==> config.mk <==
export PLATFORM = sky130hd
export DESIGN_NAME = rgsl_ctrl
export DESIGN_NICKNAME = d
export VERILOG_FILES = /design/src/rtl/core/rgsl_pkg.sv /design/src/rtl/core/rgsl_ctrl.sv
export SDC_FILE = /design/constraint.sdc
export NUM_CORES = 1
export LEC_CHECK = 0
export ABC_AREA = 1
export BUFFER_PORTS_ARGS = -buffer_cell sky130_fd_sc_hd__buf_2
export CORE_MARGIN = 5
export CORE_UTILIZATION = 53
export DETAILED_ROUTE_END_ITERATION = 10
export GPL_ROUTABILITY_DRIVEN = 0
export PLACE_DENSITY = 0.79
export SYNTH_ARGS = -nofsm -noshare
export SYNTH_HDL_FRONTEND = slang
export SYNTH_SLANG_ARGS = --single-unit
==> constraint.sdc <==
create_clock -name clk -period 1.5 [get_ports clk]
set_input_delay 0.075 -clock clk [delete_from_list [all_inputs] [get_ports clk]]
set_output_delay 0.075 -clock clk [all_outputs]
set_load 0.02 [all_outputs]
==> src/rtl/core/rgsl_pkg.sv <==
package rgsl_pkg;

  // input request and result payloads
  typedef struct packed {
    logic       read_present;
    logic [2:0] base;
    logic [6:0] qscore;
    logic       last_of_individual;
    logic       last_of_site;
  } in_item_t;

  typedef struct packed {
    logic [47:0] neg_loglike;
    logic        no_data;
  } out_item_t;

  // configuration register indexes
  localparam logic [1:0] CFG_ALT_FREQ = 2'd0;
  localparam logic [1:0] CFG_ADMIX    = 2'd1;
  localparam logic [1:0] CFG_MAJOR    = 2'd2;
  localparam logic [1:0] CFG_MINOR    = 2'd3;

  // fixed-point constants
  localparam logic [32:0] ONE32     = 33'h1_0000_0000;
  localparam logic [33:0] LN2_Q32   = 34'd2977044472;
  localparam logic [33:0] LOG2E_Q32 = 34'd6196328019;
  localparam logic [33:0] L2TEN_Q32 = 34'd14267572527;
  // L2TEN_Q32 = 10 * L2TEN_D10 + 7
  localparam logic [33:0] L2TEN_D10 = 34'd1426757252;
  localparam logic [39:0] MAX40     = {40{1'b1}};
  localparam logic [47:0] MAX48     = {48{1'b1}};
  localparam int          DIV_W     = 41;

  // datapath micro-operations
  typedef logic [4:0] op_t;
  localparam op_t OP_NONE  = 5'd0;
  localparam op_t OP_LOAD  = 5'd1;
  localparam op_t OP_QMUL  = 5'd2;
  localparam op_t OP_DSTEP = 5'd3;
  localparam op_t OP_W     = 5'd5;
  localparam op_t OP_TMUL  = 5'd6;
  localparam op_t OP_TADD  = 5'd7;
  localparam op_t OP_EFIN  = 5'd8;
  localparam op_t OP_ERR   = 5'd9;
  localparam op_t OP_RP1   = 5'd10;
  localparam op_t OP_RP2   = 5'd11;
  localparam op_t OP_LINIT = 5'd12;
  localparam op_t OP_LSQ   = 5'd13;
  localparam op_t OP_LFIN  = 5'd14;
  localparam op_t OP_GACC  = 5'd15;
  localparam op_t OP_INF   = 5'd16;
  localparam op_t OP_FINIT = 5'd17;
  localparam op_t OP_FX    = 5'd18;
  localparam op_t OP_FPRI  = 5'd19;
  localparam op_t OP_FACC  = 5'd20;
  localparam op_t OP_FLN   = 5'd21;
  localparam op_t OP_FSITE = 5'd22;
  localparam op_t OP_ICLR  = 5'd23;
  localparam op_t OP_OUT   = 5'd24;

  // datapath status towards the controller
  typedef struct packed {
    logic inform;
    logic div_last;
    logic n_last;
    logic ln_last;
    logic k_last;
    logic d_big;
    logic end_any;
    logic end_site;
    logic indiv;
    logic out_busy;
  } dp_status_t;

endpackage

==> src/rtl/core/rgsl_ctrl.sv <==
module rgsl_ctrl (
  input  logic                 clk,
  input  logic                 rst_n,
  input  logic                 in_valid,
  output logic                 in_stall,
  input  rgsl_pkg::dp_status_t status,
  output rgsl_pkg::op_t        op
);
  import rgsl_pkg::*;

  localparam logic [4:0] S_IDLE  = 5'd0;
  localparam logic [4:0] S_DEC   = 5'd1;
  localparam logic [4:0] S_W     = 5'd4;
  localparam logic [4:0] S_TMUL  = 5'd5;
  localparam logic [4:0] S_TDIV  = 5'd6;
  localparam logic [4:0] S_TADD  = 5'd7;
  localparam logic [4:0] S_EFIN  = 5'd8;
  localparam logic [4:0] S_ERR   = 5'd9;
  localparam logic [4:0] S_RP1   = 5'd10;
  localparam logic [4:0] S_RP2   = 5'd11;
  localparam logic [4:0] S_LINIT = 5'd12;
  localparam logic [4:0] S_LSQ   = 5'd13;
  localparam logic [4:0] S_LFIN  = 5'd14;
  localparam logic [4:0] S_GACC  = 5'd15;
  localparam logic [4:0] S_INF   = 5'd16;
  localparam logic [4:0] S_END   = 5'd17;
  localparam logic [4:0] S_FINIT = 5'd18;
  localparam logic [4:0] S_FX    = 5'd19;
  localparam logic [4:0] S_FPRI  = 5'd20;
  localparam logic [4:0] S_FACC  = 5'd21;
  localparam logic [4:0] S_FLN   = 5'd22;
  localparam logic [4:0] S_FSITE = 5'd23;
  localparam logic [4:0] S_ICLR  = 5'd24;
  localparam logic [4:0] S_OUT   = 5'd25;

  logic [4:0] state_r, state_nxt;
  logic       fold_r, fold_nxt;

  assign in_stall = (state_r != S_IDLE);

  // sequencer
  always_comb begin
    state_nxt = state_r;
    fold_nxt  = fold_r;
    op        = OP_NONE;
    unique case (state_r)
      S_IDLE: begin
        if (in_valid) begin
          op        = OP_LOAD;
          state_nxt = S_DEC;
        end
      end
      S_DEC: begin
        if (status.inform) begin
          op        = OP_QMUL;
          state_nxt = S_W;
        end else begin
          state_nxt = S_END;
        end
      end
      S_W: begin
        op        = OP_W;
        state_nxt = S_TMUL;
      end
      S_TMUL: begin
        op        = OP_TMUL;
        state_nxt = S_TDIV;
      end
      S_TDIV: begin
        op = OP_DSTEP;
        if (status.div_last) state_nxt = S_TADD;
      end
      S_TADD: begin
        op        = OP_TADD;
        state_nxt = status.n_last ? S_EFIN : S_TMUL;
      end
      S_EFIN: begin
        op        = OP_EFIN;
        state_nxt = fold_r ? S_FPRI : S_ERR;
      end
      S_ERR: begin
        op        = OP_ERR;
        state_nxt = S_RP1;
      end
      S_RP1: begin
        op        = OP_RP1;
        state_nxt = S_RP2;
      end
      S_RP2: begin
        op        = OP_RP2;
        state_nxt = S_LINIT;
      end
      S_LINIT: begin
        op        = OP_LINIT;
        state_nxt = S_LSQ;
      end
      S_LSQ: begin
        op = OP_LSQ;
        if (status.ln_last) state_nxt = S_LFIN;
      end
      S_LFIN: begin
        op        = OP_LFIN;
        state_nxt = fold_r ? S_FSITE : S_GACC;
      end
      S_GACC: begin
        op        = OP_GACC;
        state_nxt = status.k_last ? S_INF : S_RP1;
      end
      S_INF: begin
        op        = OP_INF;
        state_nxt = S_END;
      end
      S_END: begin
        if (!status.end_any) state_nxt = S_IDLE;
        else if (status.indiv) state_nxt = S_FINIT;
        else state_nxt = S_ICLR;
      end
      S_FINIT: begin
        op        = OP_FINIT;
        fold_nxt  = 1'b1;
        state_nxt = S_FX;
      end
      S_FX: begin
        op        = OP_FX;
        state_nxt = status.d_big ? S_FPRI : S_W;
      end
      S_FPRI: begin
        op        = OP_FPRI;
        state_nxt = S_FACC;
      end
      S_FACC: begin
        op        = OP_FACC;
        state_nxt = status.k_last ? S_FLN : S_FX;
      end
      S_FLN: begin
        op        = OP_FLN;
        state_nxt = S_LINIT;
      end
      S_FSITE: begin
        op        = OP_FSITE;
        fold_nxt  = 1'b0;
        state_nxt = S_ICLR;
      end
      S_ICLR: begin
        op        = OP_ICLR;
        state_nxt = status.end_site ? S_OUT : S_IDLE;
      end
      S_OUT: begin
        if (!status.out_busy) begin
          op        = OP_OUT;
          state_nxt = S_IDLE;
        end
      end
      default: state_nxt = S_IDLE;
    endcase
  end

  always_ff @(posedge clk) begin
    if (!rst_n) begin
      state_r <= S_IDLE;
      fold_r  <= 1'b0;
    end else begin
      state_r <= state_nxt;
      fold_r  <= fold_nxt;
    end
  end

endmodule

==> out/metrics.csv, run 1 <==
stage,metric,value,unit
detailed_routing,vias_per_cell,7.74,
synthesis,synthArstFlopShare,0,%
final_layout,drive_gt1_share,54.4,%
critical_path,rr_startpoint,state_r[4],
synthesis,yosys-top-cells-area,"nand2_1 15%, dfxtp_1 14%, nor2_1 13%",
worst_hold_path,hold_path.class,primary input to flip-flop,
critical_path,path_class,flip-flop to output pin,
critical_path,cp_max_fo,4,
synthesis,synthDistinctLibCells,25,
synthesis,syn_nets,176,
global_routing,grt_overflow,0,
critical_path,critPathSlowestCell,dfxtp_2,
final_layout,multi_input_area,848,um2
outcome,violations,setup timing,
synthesis,ys_warn_count,0,
synthesis,synth-seq-area-share,13.7,%
critical_path,crit_cells,8,
global_routing,grt_pass1_vias,1399,
power,power_leakage,0.814,nW
critical_path,crit_arrival,1.67,ns
final_layout,seqCellArea,136,um2
detailed_routing,first_pass_iters,8,
outcome,status,finished with violations,
synthesis,post-synth-top-count-cell,nand2_1,
timing,worstMarginPinSlew,0.325,ns
final_layout,post-route-util,96.5,%
die,die_h,50.7,um
critical_path,crit_family,buffers and inverters,
die,start_util,56.8,%
placed_design,placed_cells,208,
critical_path,r2r_end,state_r[0],
timing,period_needed,1.74,ns
die,core,0.00154,mm2
global_routing,grt_max_degree,8,
timing,slew_headroom,78.1,%
final_layout,diodes,0,
timing,max_clock_freq,0.574,GHz
detailed_routing,drt-initial-drc-count,295,
synthesis,synthCells,163,
placed_design,pre_cts_slack,-0.0306,ns
timing,finClkSkew,0.0199,ns
timing,worst_slack,-0.242,ns
timing,rsz0062_at_grt,true,
power,p_total,2.38,mW
synthesis,synth-main-ff-cell,dfxtp_1,
placed_design,portBuffers,18,
die,dieArea,0.00257,mm2
critical_path,crit_chain,buf_6 -> buf_4 -> nor2_2 -> nand2_1 -> inv_1 -> a21oi_1 -> nand3_2 -> buf_6,
synthesis,synth_top_area_cell,nand2_1,
die,fp-row-count,14,
clock_network,cts_sinks,6,
placed_design,dp_hpwl,2.53,mm
critical_path,worstPathRequired,1.42,ns
critical_path,r2r_slack,-0.21,ns
detailed_routing,vias,1789,
timing,setup_tns,-1.96,ns
detailed_routing,finalWirelength,6.05,mm
critical_path,cp-endpoint,op[3],
critical_path,start_kind,flip-flop,
synthesis,synthTopCellsByCount,"36 x nand2_1, 31 x nor2_1, 20 x inv_1",
synthesis,synth-edff-count,0,
synthesis,synth_area_per_cell,5.37,um2
critical_path,cp-end-kind,output pin,
clock_network,cts_max_path_buffers,2,
global_routing,grt.total_usage,33.9,%
clock_network,cts.htree.levels,1,
final_layout,finalNetCount,230,
clock_network,clk_pin_slew,0.06,ns
critical_path,cp_common_cell,buf_6,
timing,maxSlewViolCount,0,
clock_network,root_buffer,clkbuf_4,
final_layout,stdcell_count,231,
global_routing,antenna_found_initial,0,
final_layout,area_delta_synth_final,69.9,%
critical_path,rr_worst_depth,9,
global_routing,grt_pass1_wl,6.72,mm
timing,finalSetupViolCount,11,
synthesis,synth_top_cell_area_share,15.4,%
detailed_routing,wl_per_cell,26.2,um
clock_network,cts_tree,built,
critical_path,path_buf_inv,4,
critical_path,slowest_delay,0.35,ns
run,drv_cap,0,
detailed_routing,drc,0,
clock_network,hold_buffers,0,
timing,finalCritPeriodShare,116,%
detailed_routing,ant_nets,0,
die,ios,19,
die,die_w,50.7,um
critical_path,startpoint,state_r[4],
power,vdd_drop_max,0.00118,V
clock_network,clkLatencyLatePin,0.26,ns
synthesis,synth_area,876,um2
final_layout,nFillCells,31,
power,power_density,1600,mW/mm2
clock_network,cts_buffers,3,
timing,timing.final.hold_violations,0,
synthesis,ys_ff_latch,6,
==> worst register-to-register path: stages, from the launching register on <==
cell,delay [ns]
dfxtp_2,0.35
buf_6,0.15
nor2_4,0.22
buf_4,0.17
nand2_1,0.05
o21ai_1,0.24
nor2_1,0.11
nand3_1,0.08
nand2_1,0.05
a21oi_1,0.17
==> registers in the layout, indices dropped and copies added (netlist names) <==
register	flops
fold_r	1
state_r	5
==> stage by stage <==
| stage | area, um2 | hold WS, ns |
|---|---|---|
| after floorplan | 876 | 0.173 |
| after global placement | 1070 | 0.278 |
| after detailed placement | 1070 | 0.281 |
| after CTS | 1340 | 0.0204 |
| after global routing | 1490 | 0.0543 |
| final | 1490 | 0.0680 |
==> worst min-delay path by stage <==
stage | start | endpoint | slack [ns] | cells past startpoint
detailed placement | rst_n | state_r[4] | 0.28 | 3
global route | rst_n | state_r[4] | 0.05 | 3
floorplan | rst_n | state_r[4] | 0.17 | 2
finish | rst_n | state_r[4] | 0.07 | 3
CTS | rst_n | state_r[4] | 0.02 | 3
global placement | rst_n | state_r[4] | 0.28 | 3
==> final cells by class <==
| cell class | instances | share of cell area (%) |
|---|---|---|
| clock buffers | 3 | 1.51 |
| multi-input cells | 133 | 57.0 |
| inverters | 23 | 6.64 |
| flip-flops and latches | 6 | 9.17 |
| repair buffers | 50 | 24.3 |
| well taps | 16 | 1.35 |
==> metal layers <==
metal,routed length (um),vias up,track usage [%]
li1,-,645,-
met1,1730,750,38.5
met3,1160,111,9.17
met5,0,-,0
met2,2380,283,55.8
met4,782,0,20.4
==> logic make-up (layout without fill, tap and decap cells) <==
kind of cell | after synthesis | in the layout | synth area share (%)
DFF | 6 | 6 | 13.7
buffers and inverters | 24 | 76 | 10.7
AOI/OAI and AO/OA | 25 | 25 | 15.9
and+or+nand+nor | 108 | 108 | 59.7
==> power breakdown <==
group	internal [mW]	switching [mW]
clock	0.0913	0.0706
combinational	0.672	1.20
sequential	0.223	0.129
==> cell usage in the layout (no fill, tap or decap), types with 8 or more instances in the layout <==
master | netlist | routed
buf_4 | 1 | 32
nand2_1 | 36 | 23
nor2_1 | 31 | 20
inv_1 | 20 | 14
nand3_1 | 16 | 14
buf_2 | 0 | 13
nand2_2 | 5 | 12
nor2_2 | 3 | 11
a21oi_1 | 11 | 8
==> timing repair <==
action | in CTS | in global routing
gates resized for setup | 55 | 25
endpoints found under the setup margin | 8 | 9
gates cloned | 0 | 0
pin swaps | 18 | 18
buffers inserted | 12 | 8
No activity file was read; power rests on OpenSTA's default activity.
==> inputs of run 2 (changes only) <==
--- a/config.mk
+++ b/config.mk
@@ -7,11 +7,14 @@
 export LEC_CHECK = 0
 export ABC_AREA = 1
 export BUFFER_PORTS_ARGS = -buffer_cell sky130_fd_sc_hd__buf_2
+export CELL_PAD_IN_SITES_DETAIL_PLACEMENT = 1
+export CELL_PAD_IN_SITES_GLOBAL_PLACEMENT = 2
 export CORE_MARGIN = 5
-export CORE_UTILIZATION = 53
+export CORE_UTILIZATION = 26
 export DETAILED_ROUTE_END_ITERATION = 10
 export GPL_ROUTABILITY_DRIVEN = 0
 export PLACE_DENSITY = 0.79
+export SETUP_SLACK_MARGIN = 0.05
 export SYNTH_ARGS = -nofsm -noshare
 export SYNTH_HDL_FRONTEND = slang
 export SYNTH_SLANG_ARGS = --single-unit
==> out/metrics.csv, run 2 (same netlist as run 1, synthesis figures left out) <==
stage,metric,value,unit,change
outcome,status,finished with violations,,unchanged
outcome,violations,setup timing,,unchanged
final_layout,largest_reg_flops,5,,unchanged
critical_path,startpoint,state_r[2],,was state_r[4]
final_layout,finalNetCount,229,,was 230
timing,slew_headroom,80.3,%,was 78.1%
timing,worstMarginPinSlew,0.292,ns,was 0.325 ns
global_routing,grt_overflow,0,,unchanged
final_layout,final_cell_area,0.00154,mm2,was 0.00149 mm2
final_layout,final_cell_mix,"28 x nand2_1, 24 x buf_4, 19 x nor2_1, 14 x inv_1, 14 x nand3_1",,"was 32 x buf_4, 23 x nand2_1, 20 x nor2_1, 14 x inv_1, 14 x nand3_1"
power,power_leakage,0.821,nW,was 0.814 nW
clock_network,cts_sinks,6,,unchanged
critical_path,cp_max_fo,5,,was 4
critical_path,cp-endpoint,op[2],,was op[3]
placed_design,portBuffers,18,,unchanged
detailed_routing,vias_per_cell,5.12,,was 7.74
die,die_w,68.0,um,was 50.7 um
timing,finalSetupViolCount,7,,was 11
die,core,0.00331,mm2,was 0.00154 mm2
clock_network,clkLatencyLatePin,0.24,ns,was 0.26 ns
clock_network,root_buffer,clkbuf_4,,unchanged
detailed_routing,ant_nets,0,,unchanged
critical_path,start_kind,flip-flop,,unchanged
die,die_h,68.0,um,was 50.7 um
die,start_util,26.5,%,was 56.8%
global_routing,grt_pass1_wl,6.95,mm,was 6.72 mm
final_layout,diodes,0,,unchanged
timing,finClkSkew,0.00185,ns,was 0.0199 ns
die,ios,19,,unchanged
final_layout,drive_gt1_share,53.3,%,was 54.4%
clock_network,cts_max_path_buffers,2,,unchanged
final_layout,top_regs,"state_r (5), fold_r (1)",,unchanged
placed_design,pre_cts_slack,-0.215,ns,was -0.0306 ns
critical_path,rr_worst_depth,10,,was 9
power,vdd_drop_max,0.000774,V,was 0.00118 V
worst_hold_path,hold_path.class,primary input to flip-flop,,unchanged
placed_design,dp_hpwl,3.41,mm,was 2.53 mm
critical_path,r2r_end,state_r[0],,unchanged
critical_path,critPathSlowestCell,dfxtp_4,,was dfxtp_2
critical_path,worstPathRequired,1.42,ns,about the same
detailed_routing,vias,1330,,was 1789
timing,maxSlewViolCount,0,,unchanged
final_layout,mostFrequentLayoutCell,nand2_1,,was buf_4
detailed_routing,wl_per_cell,17.1,um,was 26.2 um
die,fp-row-count,21,,was 14
final_layout,nFillCells,464,,was 31
critical_path,rr_startpoint,state_r[2],,was state_r[4]
timing,finalCritPeriodShare,109,%,was 116%
global_routing,grt.total_usage,20.5,%,was 33.9%
global_routing,grt_max_degree,7,,was 8
clock_network,cts_buffers,3,,unchanged
critical_path,path_class,flip-flop to output pin,,unchanged
critical_path,crit_family,simple AND/OR/NAND/NOR gates,,was buffers and inverters
critical_path,path_buf_inv,3,,was 4
critical_path,cp-end-kind,output pin,,unchanged
timing,worst_slack,-0.134,ns,was -0.242 ns
final_layout,area_delta_synth_final,76.1,%,was 69.9%
final_layout,largest-register,state_r,,unchanged
critical_path,r2r_slack,-0.03,ns,was -0.21 ns
clock_network,clk_pin_slew,0.04,ns,was 0.06 ns
timing,rsz0062_at_grt,true,,unchanged
timing,period_needed,1.63,ns,was 1.74 ns
timing,timing.final.hold_violations,0,,unchanged
critical_path,crit_chain,buf_4 -> nand3_4 -> inv_2 -> nand2_4 -> o31ai_4 -> nor2_2 -> nand4_1 -> buf_6,,was buf_6 -> buf_4 -> nor2_2 -> nand2_1 -> inv_1 -> a21oi_1 -> nand3_2 -> buf_6
power,p_total,2.44,mW,was 2.38 mW
run,drv_cap,0,,unchanged
clock_network,cts_tree,built,,unchanged
global_routing,antenna_found_initial,0,,unchanged
detailed_routing,drc,0,,unchanged
detailed_routing,finalWirelength,4.45,mm,was 6.05 mm
detailed_routing,drt-initial-drc-count,46,,was 295
critical_path,crit_cells,8,,unchanged
global_routing,grt_pass1_vias,1415,,was 1399
clock_network,cts.htree.levels,1,,unchanged
timing,setup_tns,-0.530,ns,was -1.96 ns
detailed_routing,first_pass_iters,4,,was 8
placed_design,place_area,0.00120,mm2,was 0.00107 mm2
power,power_density,1580,mW/mm2,was 1600 mW/mm2
critical_path,crit_arrival,1.56,ns,was 1.67 ns
die,dieArea,0.00463,mm2,was 0.00257 mm2
critical_path,slowest_delay,0.36,ns,was 0.35 ns
timing,max_clock_freq,0.612,GHz,was 0.574 GHz
run 2: changes by cell type in the layout (fill, tap and decap cells not counted), sizes merged:
| cell | previous run | this run |
|---|---|---|
| buf | 50 | 49 |
run 2: final cells by class:
cell class | count | area (um2) | area share (%)
Timing Repair Buffer | 49 | 380 | 24.7
Sequential cell | 6 | 134 | 8.68
Inverter | 23 | 91.3 | 5.92
Tap cell | 46 | 57.6 | 3.73
Multi-Input combinational cell | 133 | 857 | 55.6
Clock buffer | 3 | 22.5 | 1.46
run 2: timing repair:
item,4_1_cts,5_1_grt
resized for setup,55,29
buffers inserted,5,3
endpoints found under the setup margin,10,11
pin swaps,14,20
hold buffers,0,0
run 2: worst min-delay path by stage:
stage          start          to  slack (ns)  cells past startpoint
2_1_floorplan  rst_n  state_r[4]        0.17                      2
5_1_grt        rst_n  state_r[4]        0.07                      3
4_1_cts        rst_n  state_r[4]        0.03                      3
6_report       rst_n  state_r[4]        0.04                      3
3_5_place_dp   rst_n  state_r[4]        0.28                      3
3_3_place_gp   rst_n  state_r[4]        0.28                      3
run 2: stage by stage:
stage | std cells | hold WS [ns] | utilization (%)
floorplan | 163 | 0.173 | -
global placement | 250 | 0.279 | 36.1
detailed placement | 250 | 0.284 | 36.1
CTS | 258 | 0.0314 | 43.1
global route | 260 | 0.0679 | 46.6
finish | 260 | 0.0383 | 46.6
run 2: worst min-delay path: cells and delay by family:
family	cells	cell delay, ns
buffers and inverters	2	0.13
and+or+nand+nor	1	0.04
run 2: metal layers:
| layer | wire (um) | GRT usage (%) |
|---|---|---|
| met1 | 1680 | 24.0 |
| met2 | 2380 | 37.4 |
| met3 | 249 | 0.985 |
| met4 | 131 | 10.2 |
| met5 | 0 | 0 |
run 2: where the power goes:
| part | switching [mW] | internal [mW] | total (mW) |
|---|---|---|---|
| sequential | 0.0848 | 0.220 | 0.305 |
| combinational | 1.11 | 0.882 | 1.99 |
| clock | 0.0527 | 0.0901 | 0.143 |
==> inputs of run 3 (changes only) <==
--- a/config.mk
+++ b/config.mk
@@ -9,7 +9,6 @@
 export BUFFER_PORTS_ARGS = -buffer_cell sky130_fd_sc_hd__buf_2
 export CELL_PAD_IN_SITES_DETAIL_PLACEMENT = 1
 export CELL_PAD_IN_SITES_GLOBAL_PLACEMENT = 2
-export CORE_MARGIN = 5
 export CORE_UTILIZATION = 26
 export DETAILED_ROUTE_END_ITERATION = 10
 export GPL_ROUTABILITY_DRIVEN = 0
==> out/metrics.csv, run 3 (same netlist as run 1, synthesis figures left out) <==
stage,metric,value,unit,change
outcome,status,finished with violations,,unchanged
outcome,violations,setup timing,,unchanged
final_layout,largest-register,state_r,,unchanged
final_layout,area_delta_synth_final,93.4,%,was 76.1%
critical_path,crit_chain,inv_4 -> nand2_4 -> buf_6 -> nor2_4 -> inv_2 -> o21ai_4 -> a211oi_2 -> nand3_1 -> buf_6,,was buf_4 -> nand3_4 -> inv_2 -> nand2_4 -> o31ai_4 -> nor2_2 -> nand4_1 -> buf_6
run,drv_cap,0,,unchanged
die,core,0.00313,mm2,was 0.00331 mm2
critical_path,start_kind,flip-flop,,unchanged
placed_design,place_area,0.00120,mm2,about the same
detailed_routing,vias,1407,,was 1330
detailed_routing,ant_nets,0,,unchanged
worst_hold_path,hold_path.class,primary input to flip-flop,,unchanged
die,die_w,60.0,um,was 68.0 um
final_layout,drive_gt1_share,55.7,%,was 53.3%
clock_network,clk_pin_slew,0.04,ns,about the same
power,power_density,1470,mW/mm2,was 1580 mW/mm2
final_layout,final_cell_mix,"37 x buf_4, 25 x nand2_1, 20 x nor2_1, 16 x inv_1, 15 x nand3_1",,"was 28 x nand2_1, 24 x buf_4, 19 x nor2_1, 14 x inv_1, 14 x nand3_1"
timing,max_clock_freq,0.591,GHz,was 0.612 GHz
critical_path,crit_family,buffers and inverters,,was simple AND/OR/NAND/NOR gates
clock_network,cts_tree,built,,unchanged
clock_network,cts.htree.levels,1,,unchanged
timing,worst_slack,-0.191,ns,was -0.134 ns
critical_path,cp_common_cell,buf_6,,
timing,slew_headroom,79.0,%,was 80.3%
critical_path,crit_arrival,1.62,ns,was 1.56 ns
clock_network,cts_max_path_buffers,2,,unchanged
timing,period_needed,1.69,ns,was 1.63 ns
placed_design,dp_hpwl,3.22,mm,was 3.41 mm
clock_network,cts_buffers,3,,unchanged
placed_design,portBuffers,18,,unchanged
die,ios,19,,unchanged
final_layout,mostFrequentLayoutCell,buf_4,,was nand2_1
detailed_routing,drt-initial-drc-count,63,,was 46
die,start_util,28.0,%,was 26.5%
timing,finClkSkew,0.000439,ns,was 0.00185 ns
global_routing,grt_overflow,0,,unchanged
placed_design,placed_cells,247,,was 250
die,dieArea,0.00360,mm2,was 0.00463 mm2
critical_path,critPathSlowestCell,dfxtp_4,,unchanged
die,die_h,60.0,um,was 68.0 um
timing,finalSetupViolCount,10,,was 7
global_routing,grt_pass1_wl,7.16,mm,was 6.95 mm
critical_path,worstPathRequired,1.42,ns,about the same
critical_path,cp-end-kind,output pin,,unchanged
die,fp-row-count,20,,was 21
timing,worstMarginPinSlew,0.313,ns,was 0.292 ns
power,power_leakage,0.891,nW,was 0.821 nW
global_routing,grt.total_usage,28.3,%,was 20.5%
critical_path,path_buf_inv,4,,was 3
detailed_routing,drc,0,,unchanged
timing,setup_tns,-0.913,ns,was -0.530 ns
timing,rsz0062_at_grt,true,,unchanged
final_layout,stdcell_count,272,,was 260
critical_path,cp_max_fo,4,,was 5
final_layout,largest_reg_flops,5,,unchanged
critical_path,slowest_delay,0.38,ns,was 0.36 ns
timing,timing.final.hold_violations,0,,unchanged
detailed_routing,finalWirelength,4.96,mm,was 4.45 mm
detailed_routing,first_pass_iters,4,,unchanged
global_routing,antenna_found_initial,0,,unchanged
clock_network,root_buffer,clkbuf_4,,unchanged
final_layout,diodes,0,,unchanged
timing,finalCritPeriodShare,113,%,was 109%
clock_network,clkLatencyLatePin,0.24,ns,about the same
critical_path,path_class,flip-flop to output pin,,unchanged
placed_design,pre_cts_slack,-0.153,ns,was -0.215 ns
detailed_routing,vias_per_cell,5.17,,was 5.12
power,vdd_drop_max,0.000878,V,was 0.000774 V
final_layout,finalNetCount,243,,was 229
clock_network,cts_sinks,6,,unchanged
timing,maxSlewViolCount,0,,unchanged
global_routing,grt_max_degree,9,,was 7
final_layout,nFillCells,413,,was 464
final_layout,top_regs,"state_r (5), fold_r (1)",,unchanged
detailed_routing,wl_per_cell,18.2,um,was 17.1 um
global_routing,grt_pass1_vias,1441,,was 1415
final_layout,final_cell_area,0.00169,mm2,was 0.00154 mm2
critical_path,r2r_slack,-0.07,ns,was -0.03 ns
clock_network,hold_buffers,0,,unchanged
run 3: changes by cell type in the layout (fill, tap and decap cells not counted), moves of 2 or more:
cell     change
inv_1        +2
nand2_8      +2
nand2_2      +3
nand2_4      -2
inv_2        -3
buf_4       +13
nand2_1      -3
run 3: routing by layer:
metal | part of all wire [%] | routed length [um] | GRT usage (%)
met5 | 0 | 0 | 0
met4 | 3.8 | 187 | 15.6
met3 | 2.5 | 123 | 1.52
met2 | 53 | 2610 | 51.6
met1 | 41 | 2040 | 32.6
run 3: where the power goes:
| part | internal [mW] | leakage [nW] | switching (mW) |
|---|---|---|---|
| Sequential | 0.222 | 0.0522 | 0.104 |
| Clock | 0.0906 | 0.0138 | 0.0594 |
| Combinational | 0.879 | 0.825 | 1.13 |
| Total | 1.19 | 0.891 | 1.29 |
run 3: tightest hold or removal path: stages:
cell and delay [ns]:
buf_2 0.09, nand2_1 0.05, inv_1 0.04
run 3: final timing paths:
path	from	to	depth (start not counted)
max	state_r[1]	op[4]	9
min	rst_n	state_r[4]	3
min reg2reg	fold_r	fold_r	2
max reg2reg	state_r[1]	state_r[1]	9
run 3: cell type report:
type                            instances  area (um2)  area share (%)
Clock buffer                            3        22.5            1.33
Multi-Input combinational cell        133         886            52.3
Inverter                               23        96.3            5.69
Tap cell                               44        55.1            3.25
Sequential cell                         6         136            8.05
Timing Repair Buffer                   63         498            29.4
run 3: metrics by stage:
| step | hold slack (ns) | total power, mW | util, % |
|---|---|---|---|
| final | 0.0299 | 2.48 | 54.2 |
| after CTS | 0.0276 | 2.19 | 48.9 |
| after floorplan | 0.173 | 1.03 | - |
| after global routing | 0.0450 | 2.62 | 54.2 |
| after detailed placement | 0.284 | 1.66 | 38.3 |
| after global placement | 0.283 | 1.64 | 38.3 |
run 3: what timing repair did:
action                     4_1_cts  5_1_grt
resized for setup               61       31
pin swaps                       15       15
setup endpoints to repair       10       11
buffers inserted                15        8
